===== config.mk =====
export PLATFORM = sky130hd
export DESIGN_NAME = rmq_div_cell
export DESIGN_NICKNAME = d
export VERILOG_FILES = /design/src/rmq_div_cell.sv
export SDC_FILE = /design/constraint.sdc
export NUM_CORES = 1
export LEC_CHECK = 0
export ABC_AREA = 1
export BUFFER_PORTS_ARGS = -buffer_cell sky130_fd_sc_hd__buf_2
export CAP_MARGIN = 30
export CORE_ASPECT_RATIO = 0.5
export CORE_UTILIZATION = 48
export CTS_BUF_LIST = sky130_fd_sc_hd__clkbuf_8
export DETAILED_ROUTE_END_ITERATION = 8
export PLACE_DENSITY = 0.82
export SETUP_SLACK_MARGIN = 0.4
export SLEW_MARGIN = 20
export SYNTH_ARGS = -nofsm -noshare
export SYNTH_HDL_FRONTEND = slang
export SYNTH_SLANG_ARGS = --single-unit

===== constraint.sdc =====
create_clock -name clk -period 0.8 [get_ports clk]
set_input_delay 0.16 -clock clk [delete_from_list [all_inputs] [get_ports clk]]
set_output_delay 0.16 -clock clk [all_outputs]
set_load 0.02 [all_outputs]

===== src/rmq_div_cell.sv =====
// One step of the restoring divider chain: one dividend bit in, one quotient bit out.
module rmq_div_cell #(
    parameter int NDW = 32,
    parameter int DW  = 17,
    parameter int SBW = 8
) (
    input  logic           clk,
    input  logic           rst_n,
    input  logic           en,
    input  logic           in_valid,
    input  logic [NDW-1:0] in_n,
    input  logic [DW-1:0]  in_rem,
    input  logic [NDW-1:0] in_q,
    input  logic [DW-1:0]  in_d,
    input  logic [SBW-1:0] in_sb,
    output logic           out_valid,
    output logic [NDW-1:0] out_n,
    output logic [DW-1:0]  out_rem,
    output logic [NDW-1:0] out_q,
    output logic [DW-1:0]  out_d,
    output logic [SBW-1:0] out_sb
);

    logic           valid_reg;
    logic [NDW-1:0] n_reg, n_next;
    logic [DW-1:0]  rem_reg, rem_next;
    logic [NDW-1:0] q_reg, q_next;
    logic [DW-1:0]  d_reg;
    logic [SBW-1:0] sb_reg;
    logic [DW:0]    t;
    logic [DW:0]    dx;
    logic           ge;

    always_comb
    begin
        t        = {in_rem, in_n[NDW-1]};
        dx       = {1'b0, in_d};
        ge       = (t >= dx);
        rem_next = ge ? DW'(t - dx) : t[DW-1:0];
        q_next   = {in_q[NDW-2:0], ge};
        n_next   = in_n << 1;
    end

    always_ff @(posedge clk or negedge rst_n)
    begin
        if (!rst_n)
        begin
            valid_reg <= 1'b0;
        end
        else if (en)
        begin
            valid_reg <= in_valid;
        end
    end

    always_ff @(posedge clk)
    begin
        if (en)
        begin
            n_reg   <= n_next;
            rem_reg <= rem_next;
            q_reg   <= q_next;
            d_reg   <= in_d;
            sb_reg  <= in_sb;
        end
    end

    assign out_valid = valid_reg;
    assign out_n     = n_reg;
    assign out_rem   = rem_reg;
    assign out_q     = q_reg;
    assign out_d     = d_reg;
    assign out_sb    = sb_reg;

endmodule


Word level (Yosys, flattened, before mapping)

Cells that the tools add are included.

Register bits: 106
Bits in latches: 0
RAM bits: 0
ROM bits: 0
Bits of input ports: 110
Memories kept: 0

$add $sub $neg: 1
$mul: 0
Divide/modulo/power cells: 0
Magnitude comparators: 1
Eq/ne operators: 0
Shift-type cells: 0
Multiplexer cells: 1
Bitwise gates (word level): 0
Reduce and logical (&&, ||, !) cells: 0

Operators with widths:

| kind             | count |
|---|---|
| $ge A18 B17 Y1   | 1 |
| $mux W17         | 1 |
| $sub A17 B17 Y17 | 1 |

Depth between registers and ports, before layout

Word-level depth: 2
Depth in mapped cells: 14
Gate-level depth less buffers: 14

Least setup slack after synthesis

Ideal clock, no wire load.

Path type: input -> register
From: in in_n[31]
To: reg rem_reg[4], in the netlist out_rem[4] (data pin)
Setup time: 0.252 ns
Data arrival time: 1.505 ns
Slack: -0.958 ns
Stages: 11
Buffers on the path: 1
Cells stage by stage: inv_1 > ha_1 > inv_1 > fa_1 > nand3_1 > nand3_1 > nand2_2 > nand2_4 > buf_8 > nand2_2 > nand2_1

Word-level cells in the longest chain between the ends: 2
Elaborated cells on any way between the ends: 3
Classes of those cells: 1 x add/sub; 1 x order compare; 1 x mux

RTL lines:

| item                 | line | source |
|---|---|---|
| from (decl)          | 11   | `input logic [NDW-1:0] in_n,` |
| $ge A18 B17 Y1       | 38   | `ge = (t >= dx);` |
| via ge               | 32   | `logic ge;` |
| $mux W17             | 39   | `rem_next = ge ? DW'(t - dx) : t[DW-1:0];` |
| via rem_next[4]      | 26   | `logic [DW-1:0] rem_reg, rem_next;` |
| to (signal assigned) | 61   | `rem_reg <= rem_next;` |
| to (decl)            | 26   |  |

The timed path passes the listed nets, and every way through them passes these cells.
A chain may end at the register's enable or synchronous reset.

Worst setup path after layout

From: in in_d[4]
To: reg rem_reg[11], in the netlist out_rem[11] (data pin)

Word-level cells in the longest chain between the ends: 2
Elaborated cells on any way between the ends: 3
Classes of those cells: 1 x add/sub; 1 x order compare; 1 x mux

RTL lines:

| item                                                      | line   | source |
|---|---|---|
| from (decl)                                               | 14     | `input logic [DW-1:0] in_d,` |
| $sub A17 B17 Y17 / $ge A18 B17 Y1 (equally long branches) | 39, 38 |  |
| $mux W17 *                                                | 39     |  |
| via rem_next[11]                                          | 26     |  |

The timed path passes the listed nets; every way through them passes the cells marked *.

==> out/qor.csv <==
metric,value,unit
vias in the first global route,4688,
Starting Density,49.6,%
# diodes,0,
"Hold-fix buffers, CTS",1,
clock skew,0,ns
final setup vio count,125,
post-synth top area cell,edfxtp_1,
Net Sw Power,5.21,mW
worst hold start,in_sb[0],
Seq cells post-synth,106,
Final Hold Vio Count,86,
via count,5057,
Clock Path Buffers,2,
CP arrival,1.75,ns
htree depth,3,
WP data required,0.95,ns
"CTS clk-pin slew, worst paths",0.12,ns
share of total power in combinational logic,33.2,%
Lkg Pwr,3.93,nW
HPWL Detailed,9180,µm
synth warn,0,
sink of the worst hold path,out_sb[0]$_DFFE_PP_,
post-synthesis sequential area ratio,67.8,%
cts bufs inserted,9,
Pint,10.3,mW
Synth-to-Final Area Change,83.7,%
largest net degree at the start of global routing,21,
# rows,25,
failing checks,"hold timing, setup timing",
syn_area_per_cell,11.4,µm²
power density cells,1800,mW/mm²
dominant cells by area after synthesis,"edfxtp_1 67%, nand2_1 10%, inv_1 5.1%",
r2r startpoint,out_valid$_DFFE_PN0P_,
initial antenna violation count,0,
Worst VDD drop,1.12,mV
Die Wd,142,µm
status,"complete, but fails checks",
Max-Cap Viols,0,
Min Hold Slack,-0.0659,ns
total gr overflow,0,
I/O Buffers,214,
cell count of the worst hold path,1,
Max Slew Vio Count,0,
Synth Net Count,538,
final net count,845,
Clock power frac,21.7,%
Flop pwr share,45.1,%
CP Max Fanout,3,
fillers,319,
Final min period,1.60,ns
Die ar.,0.0102,mm²
final setup margin,-0.805,ns
cells after synthesis,410,
Tcrit/Tclk final,201,%
Design Power,15.5,mW
Worst Hold Class,in -> reg,
critical path type,in -> reg,
r2r endpoint,out_valid$_DFFE_PN0P_,
WL/cell,25.0,µm
Die Span Y,71.9,µm
mapped cell area,0.00468,mm²
core area,0.00945,mm²
first-pass GRT wire length,25000,µm
initial DRC count,884,
Fmax achieved,623,MHz
first drt pass iteration count,7,
Residual DRC,0,
Reg2Reg Setup Slack,-0.02,ns
Vias/cell,5.90,
Sw Ratio,33.7,%
RSZ-0062 raised after global routing,true,
CTS sink cnt,106,
number of distinct library cells after synthesis,26,
reg2reg path depth,1,
Multi-input gate area,0.00197,mm²
Setup crit end kind,flip-flop,
FF+latch area,0.00318,mm²
GRT Resource Usage Total,33.4,%
clk_lat worst skew,0.39,ns
Routed WL,21400,µm
io pins,217,
Yosys top cell area share,67.3,%
layout cells sized above 1,65.8,%
clock tree from TritonCTS,built,
type of origin of the critical path,primary input,
placer congestion estimate,0.869,
post-placement setup slack,-1.08,ns
Post-DRT Antenna Nets,0,
CTS root buf,clkbuf_8,
==> critical path, stage by stage <==
cell and delay [ns]:
buf_6 0.10, inv_2 0.07, ha_4 0.22, buf_4 0.15
nand2_1 0.09, nand2_2 0.16, nand2_1 0.12, nand2_1 0.09
nand2_2 0.12, nand3_4 0.09, nand2_1 0.11, nand2_1 0.07
nand2_2 0.10, nand2_2 0.07
==> through the flow <==
| step | TNS (ns) | util (%) | cells | instance area (µm²) |
|---|---|---|---|---|
| floorplan | -14.30 | - | 410 | 4970 |
| global placement | -23.78 | 69.5 | 801 | 6570 |
| detailed placement | -25.96 | 69.5 | 801 | 6570 |
| CTS | -39.43 | 83.0 | 844 | 7840 |
| global route | -49.49 | 91.1 | 857 | 8600 |
| finish | -45.23 | 91.1 | 857 | 8600 |
==> placed cells by master (no fill, tap or decap), drive strengths merged <==
cell         Yosys  final
fa               1      1
edfxtp         105    105
dfrtp            1      1
ha              17     17
buf              5    293
nor3             4      4
nor2            12     12
and2             1      1
nand3b           1      1
conb             1      1
clkbuf           0     14
o21ai            1      1
clkinv           0      4
nand4            4      4
mux2             1      1
inv             68     71
nand3           32     32
dlygate4sd3      0      1
nand2          138    140
a21oi           11     11
xor2             7      7
==> cells by family after synthesis <==
kind of cell,Yosys count,synth area share (%)
buffers and inverters,73,6.30
adder cells (fa/ha/maj),18,4.97
AO/OA/AOI/OAI,12,1.36
AND/OR/NAND/NOR,192,17.9
other,1,0.0801
multiplexers,1,0.240
flip-flops,106,67.8
XOR/XNOR,7,1.31
==> synthesized netlist by cell type <==
library cell and count:
nand4_1 4, fa_1 1, xor2_1 7, nand3b_1 1
edfxtp_1 105, nand2_1 125, a21oi_2 1, and2_1 1
inv_2 4, o21ai_1 1, nor3_4 1, ha_1 17
inv_1 64, mux2_2 1, buf_8 1, buf_2 2
nor2_1 9, nor3_1 3, nor2_2 3, nand2_4 1
buf_4 2, nand3_1 32, nand2_2 12, a21oi_1 10
conb_1 1, dfrtp_1 1
==> per-layer routing <==
layer | track usage [%] | vias up | wire length [µm] | part of all wire (%)
met5 | 0 | - | 0 | 0
met4 | 19.8 | 0 | 1940 | 9.1
met3 | 8.22 | 209 | 2600 | 12
met2 | 59.1 | 540 | 9970 | 47
met1 | 37.4 | 2327 | 6910 | 32
li1 | - | 1981 | - | -
==> worst max path at each step <==
stage               startpoint                    end  slack (ns)  cells past startpoint
global placement      in_n[31]  out_rem[16]$_DFFE_PP_       -1.03                     15
floorplan              in_d[2]   out_rem[5]$_DFFE_PP_       -0.84                     11
global route           in_d[4]   out_rem[9]$_DFFE_PP_       -0.84                     14
detailed placement    in_n[31]  out_rem[16]$_DFFE_PP_       -1.08                     15
CTS                   in_n[31]  out_rem[14]$_DFFE_PP_       -0.54                     15
finish                 in_d[4]  out_rem[11]$_DFFE_PP_       -0.80                     14
==> flip-flops by register name, summed over array words and instances, names as in the netlist <==
name       cells
out_rem       17
out_n         31
out_valid      1
out_d         17
out_q         32
out_sb         8
==> final cells by class <==
class                           count  share of cell area (%)
Clock buffer                        9                    1.44
Clock inverter                      7                   0.814
Inverter                           68                    3.26
Multi-Input combinational cell    233                    22.9
Sequential cell                   106                    37.0
Tap cell                          135                    1.96
Timing Repair Buffer              299                    32.7
==> power groups by stage <==
| stage | Combinational (mW) | Sequential, mW | Clock [mW] |
|---|---|---|---|
| floorplan | 1.10 | 7.61 | 0 |
| global placement | 3.07 | 6.91 | 0 |
| detailed placement | 3.16 | 6.93 | 0 |
| CTS | 3.98 | 6.85 | 3.30 |
| global route | 5.24 | 7.00 | 3.56 |
| finish | 5.13 | 6.97 | 3.36 |
==> timing repair <==
| action | 4_1_cts | 5_1_grt |
|---|---|---|
| setup endpoints to repair | 229 | 227 |
| cloned | 8 | 5 |
| pin swaps | 22 | 31 |
| buffers inserted | 18 | 8 |
| resized for setup | 200 | 164 |
| endpoints found under the hold margin | 88 | 87 |
(Power assumes the default switching activity.)
