## config.mk

```make
export PLATFORM = sky130hd
export DESIGN_NAME = rmq_sqrt_cell
export DESIGN_NICKNAME = d
export VERILOG_FILES = /design/src/rmq_sqrt_cell.sv
export SDC_FILE = /design/constraint.sdc
export NUM_CORES = 1
export LEC_CHECK = 0
export ABC_AREA = 1
export ABC_CLOCK_PERIOD_IN_PS = 800
export BUFFER_PORTS_ARGS = -buffer_cell sky130_fd_sc_hd__buf_4
export CAP_MARGIN = 20
export CORE_UTILIZATION = 48
export DETAILED_ROUTE_END_ITERATION = 16
export PLACE_DENSITY = 0.8
export SETUP_SLACK_MARGIN = 0.3
export SYNTH_ARGS = -nofsm -noshare
export SYNTH_HDL_FRONTEND = slang
export SYNTH_SLANG_ARGS = --single-unit
export TNS_END_PERCENT = 5
```

## constraint.sdc

```tcl
create_clock -name clk -period 0.8 [get_ports clk]
set_input_delay 0.16 -clock clk [delete_from_list [all_inputs] [get_ports clk]]
set_output_delay 0.16 -clock clk [all_outputs]
set_load 0.05 [all_outputs]
```

## src/rmq_sqrt_cell.sv

```systemverilog
// One step of the restoring square root chain: two radicand bits in, one root bit out.
module rmq_sqrt_cell #(
    parameter int NW  = 32,
    parameter int SW  = 16,
    parameter int SBW = 8
) (
    input  logic           clk,
    input  logic           rst_n,
    input  logic           en,
    input  logic           in_valid,
    input  logic [NW-1:0]  in_n,
    input  logic [SW+1:0]  in_rem,
    input  logic [SW-1:0]  in_root,
    input  logic [SBW-1:0] in_sb,
    output logic           out_valid,
    output logic [NW-1:0]  out_n,
    output logic [SW+1:0]  out_rem,
    output logic [SW-1:0]  out_root,
    output logic [SBW-1:0] out_sb
);

    logic           valid_reg;
    logic [NW-1:0]  n_reg, n_next;
    logic [SW+1:0]  rem_reg, rem_next;
    logic [SW-1:0]  root_reg, root_next;
    logic [SBW-1:0] sb_reg;
    logic [SW+3:0]  t;
    logic [SW+3:0]  trial;
    logic           ge;

    always_comb
    begin
        t         = {in_rem, in_n[NW-1:NW-2]};
        trial     = {2'b00, in_root, 2'b01};
        ge        = (t >= trial);
        rem_next  = ge ? (SW+2)'(t - trial) : t[SW+1:0];
        root_next = {in_root[SW-2:0], ge};
        n_next    = in_n << 2;
    end

    always_ff @(posedge clk or negedge rst_n)
    begin
        if (!rst_n)
        begin
            valid_reg <= 1'b0;
        end
        else if (en)
        begin
            valid_reg <= in_valid;
        end
    end

    always_ff @(posedge clk)
    begin
        if (en)
        begin
            n_reg    <= n_next;
            rem_reg  <= rem_next;
            root_reg <= root_next;
            sb_reg   <= in_sb;
        end
    end

    assign out_valid = valid_reg;
    assign out_n     = n_reg;
    assign out_rem   = rem_reg;
    assign out_root  = root_reg;
    assign out_sb    = sb_reg;

endmodule

```

==> Word level (Yosys, flattened, before mapping) <==
Index checks and enable logic that the tools add are counted.
{ "totals": {"mem_count": 0, "input_bits": 78, "mem_bits_ro": 0, "out_inout_bits": 75, "mem_bits_rw": 0, "latch_bits": 0, "register_bits": 73} }
{ "op_classes": {"eq_ne": 0, "n_addsub": 1, "n_shift": 0, "muxes": 1, "div_mod_pow": 0, "n_bitwise": 0, "mul": 0, "reduce_logical": 0, "n_lt_le_gt_ge": 1} }
{ "ops": {"columns": ["cell", "count"], "rows": [
  ["$ge A20 B18 Y1", 1],
  ["$mux W18", 1],
  ["$sub A18 B18 Y18", 1]
]} }

==> Longest topological paths before layout <==
Gate-level depths: netlist of the first run.
{ "logic_depth": {"ltp_word": 2, "ltp_mapped": 14} }

==> Worst setup path after synthesis of the first run <==
OpenSTA, ideal clock, no wires.
{ "synth_path": {"kind": "input port to flip-flop", "from": "input port in_root[1]", "to": "register rem_reg[0], in the netlist out_rem[0] (data pin)", "slack_ns": -0.843, "arrival_ns": 1.386, "path_buffers": 1, "required_time_ns": 0.542, "stages": 10, "path_cell_list": "inv_1 ha_1 a21oi_1 nand2_1 nand2_1 nand3b_1 nand2_1 nand2_4 buf_6 xor2_2"} }
{ "synth_via": {"elab_chain_len": 2} }
{ "synth_lines": {"columns": ["item", "line", "source"], "rows": [
  ["start: declaration", "13", "input logic [SW-1:0] in_root,"],
  ["$ge A20 B18 Y1", "35", "ge = (t >= trial);"],
  ["$mux W18", "36", "rem_next = ge ? (SW+2)'(t - trial) : t[SW+1:0];"],
  ["net rem_next[0]", "24", "logic [SW+1:0] rem_reg, rem_next;"],
  ["end signal: assignment", "58", "rem_reg <= rem_next;"],
  ["end: declaration", "24", null]
]} }
The timed path passes the listed nets, and every way through them passes these cells.
A chain may end at the register's enable or synchronous reset.

==> Worst setup path after layout of the first run <==
{ "layout_path": {"from": "input port in_rem[9]", "to": "register rem_reg[8], in the netlist out_rem[8] (data pin)"} }
{ "layout_via": {"elab_chain_len": 2} }
{ "layout_lines": {"columns": ["item", "line", "source"], "rows": [
  ["start: declaration", "12", "input logic [SW+1:0] in_rem,"],
  ["$ge A20 B18 Y1", "35", null],
  ["$mux W18", "36", null],
  ["net rem_next[8]", "24", null]
]} }
The timed path passes the listed nets, and every way through them passes these cells.

==> results.py, run 1 <==
metrics = {
    "synthesis": {
        "yosys_warnings": 0,
        "ys_types": 26,
        "synth_edf_count": 72,
        "synthFlopType": "edfxtp_1",
        "avgSynthCellArea_sq_um": 10.3,
        "post-synth-top-area-cell": "edfxtp_1",
        "syn_area_sq_um": 3610,
        "synth-seq-cells": 73,
        "ys_seq_area_share_pct": 60.6,
        "yosysTopAreaCellShare_pct": 59.9,
        "async_flop_share_pct": 1.37,
        "ys_top_cells_by_area": "edfxtp_1 (60%), nand2_1 (13%), ha_1 (6.2%)",
        "synthCells": 349,
    },
    "pwr": {
        "p_sw_share_pct": 35.3,
        "leakagePower_nw": 2.78,
        "cellPowerDensity_nw_per_um2": 1940,
        "clockPowerShare_pct": 22.7,
        "pwr-share-seq_pct": 41.6,
        "ir_worst_vdd_v": 0.00102,
        "p_sw_mw": 4.11,
        "intPower_mw": 7.54,
        "pwr-share-comb_pct": 35.7,
    },
    "floorplanning": {
        "start_util_pct": 49.7,
        "num_io_pins": 153,
        "die_x_microns": 88.7,
        "chipHeight_microns": 88.7,
        "core_area_sq_um": 7250,
        "die-area_sq_um": 7870,
        "num_rows": 31,
    },
    "routing": {
        "routedWlPerCell_microns": 16.7,
        "firstDrtPassIters": 4,
        "via_per_inst": 4.94,
        "antenna_left": 0,
        "wirelength_mm": 10.9,
        "drt_iter0_markers": 168,
        "num_vias": 3234,
        "drc": 0,
    },
    "worst_setup_path": {
        "cp-end-kind": "flop",
        "start_kind": "input pin",
        "crit_top_cell": "nand2_1",
        "path_class": "input pin to flop",
        "cpMaxStageDelayCell": "ha_4",
        "r2r_cells": 1,
        "r2r_start": "out_valid$_DFFE_PN0P_",
        "r2r_setup_slack_ns": 0.03,
        "cp.required_ns": 0.91,
        "crit_fanout": 16,
        "cp_cell_sequence": "buf_4 > ha_4 > nand2_4 > inv_2 > nand2_1 > nor2_1 > nand2_1 > nand3b_1 > nand2_2 > nand2_4 > inv_8 > nand2_1 > nand2_1",
        "cp-startpoint": "in_rem[9]",
        "cp_slowest_stage_delay_ns": 0.30,
        "cp.arrival_ns": 1.52,
        "worst_r2r_endpoint": "out_valid$_DFFE_PN0P_",
    },
    "cells_and_area": {
        "syn2layout_area_growth_pct": 66.1,
        "fin_util_pct": 82.6,
        "fin_nets": 647,
        "num-fill-cells": 409,
        "final_layout_size_suffix_gt1_share_pct": 49.3,
        "finalInstanceArea_sq_um": 5990,
        "num_antenna_cells": 0,
    },
    "clock_tree": {
        "htreeDepth": 3,
        "hold_buffers": 1,
        "clk_latency_ns": 0.35,
        "clk_pin_slew_ns": 0.08,
        "clock-sinks": 73,
        "cts_tree": "yes",
        "clockBufferDepth": 2,
        "clock-root-buffer": "clkbuf_8",
        "cts_buffers": 9,
    },
    "global_route": {
        "grt_pass1_wl_mm": 16.3,
        "use_met3_pct": 6.72,
        "antenna_found_initial": 0,
        "grtUsageMet1_pct": 28.9,
        "grt_pass1_vias": 3329,
        "track_usage_pct": 28.6,
        "busiest_layer": "met2",
        "overflow": 0,
        "grt_max_degree": 20,
        "grt_use_met2_pct": 55.0,
    },
    "sta": {
        "slew_viol_final": 0,
        "finalSetupViolCount": 92,
        "period_minus_slack_ns": 1.41,
        "period_share_pct": 176,
        "fin_hold_ws_ns": -0.0191,
        "finClkSkew_ns": 0,
        "fmax_mhz": 710,
        "final_hold_viol_count": 37,
        "rsz0062_at_grt": "true",
        "worst_slack_ns": -0.608,
    },
    "placement": {
        "place.gp.congestion": 0.865,
        "hpwl_mm": 7.41,
        "portBuffers": 150,
        "place_area_sq_um": 5380,
    },
    "hold_path": {
        "min_to": "out_sb[3]$_DFFE_PP_",
        "min_path_cells": 1,
        "hold_class": "input pin to flop",
        "hp-start": "in_sb[3]",
    },
    "run": {
        "max_cap_violations": 0,
    },
    "status": {
        "failed_checks": "hold timing, setup timing",
        "status": "complete, but fails checks",
    },
}
-- layer usage --
metal / wire length, microns / share of wire (%)
met3: 852 / 7.8
met5: 0 / 0
met2: 5930 / 54
met4: 272 / 2.5
met1: 3860 / 35
-- cells in the mapped netlist (2+ instances only) --
cell / n
edfxtp_1: 72
xor2_1: 8
buf_6: 3
nand3_2: 6
buf_4: 2
nand3b_1: 7
nor3_1: 2
nor2_2: 2
nand3_1: 12
nand2_2: 2
inv_1: 50
nor2_1: 16
nand2_1: 122
o21ai_0: 4
a21oi_1: 13
ha_1: 18
-- worst max-delay path, delay by kind of cell --
family | cells | cell delay [ns]
fa+ha+maj | 1 | 0.30
buf+inv | 3 | 0.29
simple gates | 9 | 0.77
-- power by group through the flow --
stage	registers (mW)	logic, mW	clock network [mW]
after floorplan	6.14	1.02	0
after global placement	4.82	3.68	0
after detailed placement	4.84	3.75	0
after CTS	4.84	4.08	2.63
after global routing	4.88	4.40	2.80
final	4.85	4.15	2.64
-- registers in the layout (all words and copies together), names as in the netlist --
name / cells
out_n: 30
out_rem: 18
out_root: 16
out_sb: 8
out_valid: 1
-- cells in the final DEF (no fill, tap or decap), drive strengths merged, types with 2 or more instances in the layout --
cell type / count
a21oi: 13
buf: 193
clkbuf: 12
clkinv: 2
clkinvlp: 3
conb: 2
edfxtp: 72
ha: 18
inv: 51
nand2: 125
nand3: 18
nand3b: 7
nor2: 18
nor3: 2
o21ai: 4
xor2: 9
-- cell families (layout without fill, tap and decap cells) --
family / Yosys count / in the layout / synth area share [%]
and+or+nand+nor: 171 / 171 / 20.6
DFF: 73 / 73 / 60.6
buffers and inverters: 56 / 262 / 6.73
AOI/OAI and AO/OA: 19 / 19 / 2.77
adders and majority gates: 18 / 18 / 6.24
xor gates and xnor gates: 10 / 10 / 2.64
other: 1 / 2 / 0.104
muxes: 1 / 1 / 0.312
-- per-stage QoR --
step                setup TNS (ns)  power (mW)  worst slack [ns]  std cells  hold slack, ns
finish                      -30.84        11.6            -0.608        655         -0.0191
global route                -33.73        12.1            -0.672        655         -0.0276
CTS                         -29.97        11.5            -0.554        654         -0.0286
detailed placement          -26.43        8.59            -0.988        633         -0.0642
global placement            -24.72        8.50            -0.927        633         -0.0650
floorplan                   -13.98        7.16            -0.754        350          -0.136
-- how the worst max path moves through the flow --
stage,endpoint,slack (ns),cells after the start
6_report,out_rem[8]$_DFFE_PP_,-0.61,13
5_1_grt,out_rem[8]$_DFFE_PP_,-0.67,13
4_1_cts,out_rem[3]$_DFFE_PP_,-0.55,14
3_5_place_dp,out_rem[3]$_DFFE_PP_,-0.99,9
3_3_place_gp,out_rem[3]$_DFFE_PP_,-0.93,9
2_1_floorplan,out_rem[15]$_DFFE_PP_,-0.75,14
-- cell type report --
class / instances / area (sq um) / share of cell area (%)
sequential: 73 / 2190 / 36.5
timing repair buffer: 195 / 1820 / 30.3
multi-input combinational: 221 / 1460 / 24.4
inverter: 51 / 229 / 3.82
clock buffer: 11 / 141 / 2.36
tap: 99 / 124 / 2.07
clock inverter: 5 / 32.5 / 0.543
-- timing repair --
item	in CTS	in global routing
buffers inserted	4	0
gates cloned	0	1
endpoints found under the setup margin	162	93
pin swaps	5	2
resized for setup	96	7
hold endpoints to repair	50	43
Note: power is estimated with default switching activity, not from simulation.
==> run 2, diff against run 1 <==
==> constraint.sdc (replaced) <==
create_clock -name clk -period 0.8 [get_ports clk]
set_input_delay 0.12 -clock clk [delete_from_list [all_inputs] [get_ports clk]]
set_output_delay 0.12 -clock clk [all_outputs]
set_load 0.05 [all_outputs]
==> run 2 against run 1 <==
Global-route usage increased by 0.060 points. Final cell count rose by 0.46%. The run still ends with hold timing, setup timing left. Maximum frequency decreased by 3.8%. Largest cell class unchanged. Sequential power barely moved. Wire length is 9.7% higher.
==> results.py, run 2 (synthesis results as in run 1) <==
metrics = {
    "pwr": {
        "ir_worst_vdd_v": 0.00103,
        "leakagePower_nw": 2.85,
        "p_sw_mw": 4.26,
        "cellPowerDensity_nw_per_um2": 1930,
        "power.total_mw": 11.9,
        "p_sw_share_pct": 35.9,
        "pwr-share-comb_pct": 36.6,
        "clockPowerShare_pct": 22.5,
        "pwr-share-seq_pct": 40.9,
        "intPower_mw": 7.60,
    },
    "clock_tree": {
        "clk_latency_ns": 0.35,
        "htreeDepth": 3,
        "clock-root-buffer": "clkbuf_8",
        "cts_tree": "yes",
        "clock-sinks": 73,
        "clk_pin_slew_ns": 0.08,
        "clockBufferDepth": 2,
        "cts_buffers": 9,
        "hold_buffers": 1,
    },
    "sta": {
        "slew_viol_final": 0,
        "fmax_mhz": 683,
        "final_hold_viol_count": 53,
        "finalSetupViolCount": 92,
        "worst_slack_ns": -0.663,
        "period_minus_slack_ns": 1.46,
        "setup_tns_ns": -28.41,
        "finClkSkew_ns": 0,
        "fin_hold_ws_ns": -0.0638,
        "rsz0062_at_grt": "true",
        "period_share_pct": 183,
    },
    "floorplanning": {
        "chipHeight_microns": 88.7,
        "num_rows": 31,
        "core_area_sq_um": 7250,
        "die_x_microns": 88.7,
        "start_util_pct": 49.7,
        "die-area_sq_um": 7870,
        "num_io_pins": 153,
    },
    "placement": {
        "dpl.cell_count": 633,
        "place_area_sq_um": 5380,
        "place.gp.congestion": 0.865,
        "post-place-ws_ns": -0.948,
        "portBuffers": 150,
        "hpwl_mm": 7.41,
    },
    "cells_and_area": {
        "multi_input_area_sq_um": 1560,
        "final_layout_size_suffix_gt1_share_pct": 54.2,
        "fin_nets": 650,
        "final_cells": 658,
        "final_common_cell": "buf_4",
        "most-common-layout-cells": "buf_4 (108), nand2_1 (88), buf_6 (83)",
        "largest_reg_flops": 30,
        "syn2layout_area_growth_pct": 70.6,
        "seqCellArea_sq_um": 2190,
        "num-fill-cells": 359,
        "finalInstanceArea_sq_um": 6160,
        "fin_util_pct": 84.9,
        "num_antenna_cells": 0,
    },
    "routing": {
        "num_vias": 3381,
        "drc": 0,
        "routedWlPerCell_microns": 18.2,
        "antenna_left": 0,
        "via_per_inst": 5.14,
        "wirelength_mm": 12.0,
        "drt_iter0_markers": 171,
        "firstDrtPassIters": 7,
    },
    "hold_path": {
        "hold_class": "input pin to flop",
    },
    "global_route": {
        "track_usage_pct": 28.7,
        "grt_pass1_wl_mm": 16.3,
        "grt_max_degree": 20,
        "antenna_found_initial": 0,
        "grt_pass1_vias": 3328,
        "overflow": 0,
    },
    "worst_setup_path": {
        "start_kind": "input pin",
        "cp.arrival_ns": 1.58,
        "crit_fanout": 4,
        "cp-end-kind": "flop",
        "cp.required_ns": 0.91,
        "path_class": "input pin to flop",
    },
    "run": {
        "max_cap_violations": 0,
    },
    "status": {
        "failed_checks": "hold timing, setup timing",
        "status": "complete, but fails checks",
    },
}
run 2: layer usage:
metal | up-vias | wire length [microns] | GRT usage, %
li1 | 1553 | - | -
met1 | 1605 | 4150 | 28.9
met2 | 180 | 6380 | 55.3
met3 | 43 | 980 | 6.72
met4 | 0 | 463 | 13.5
met5 | - | 0 | 0
run 2: cell type report:
class / count / share of cell area [%]
timing repair buffer: 197 / 30.2
sequential: 73 / 35.5
clock buffer: 11 / 2.30
multi-input combinational: 221 / 25.3
inverter: 51 / 3.96
tap: 99 / 2.01
clock inverter: 5 / 0.528
timing repair inverter: 1 / 0.142
run 2: power groups by stage:
stage	clock network [mW]	logic [mW]	registers, mW
3_5_place_dp	0	3.75	4.84
4_1_cts	2.63	4.08	4.84
3_3_place_gp	0	3.68	4.82
6_report	2.67	4.34	4.85
2_1_floorplan	0	1.02	6.14
5_1_grt	2.83	4.56	4.88
run 2: worst max-delay path, stage by stage:
cell and delay, ns:
buf_6 0.08, inv_4 0.03, ha_4 0.30, nand2_4 0.08, inv_4 0.06, buf_4 0.10, buf_4 0.09, nand3_1 0.13
nor2_1 0.21, nand2_1 0.13, nand2_1 0.09, nand2_1 0.06, nand3_2 0.06, nand2_1 0.04
run 2: repair_timing:
item | CTS | global route
gates cloned | 0 | 2
endpoints found under the hold margin | 55 | 52
pin swaps | 4 | 21
gates resized for setup | 98 | 49
endpoints found under the setup margin | 125 | 93
buffers inserted | 4 | 2
run 2: path summary, 6_finish.rpt:
path / start / end / slack [ns] / cells after the start
max: in_root[9] / out_rem[14]$_DFFE_PP_ / -0.66 / 14
min: in_sb[3] / out_sb[3]$_DFFE_PP_ / -0.06 / 1
max reg2reg: out_valid$_DFFE_PN0P_ / out_valid$_DFFE_PN0P_ / 0.02 / 1
min reg2reg: out_valid$_DFFE_PN0P_ / out_valid$_DFFE_PN0P_ / 0.56 / 1
max in group asynchronous: rst_n / out_valid$_DFFE_PN0P_ / 0.66 / 2
min in group asynchronous: rst_n / out_valid$_DFFE_PN0P_ / 0.06 / 2
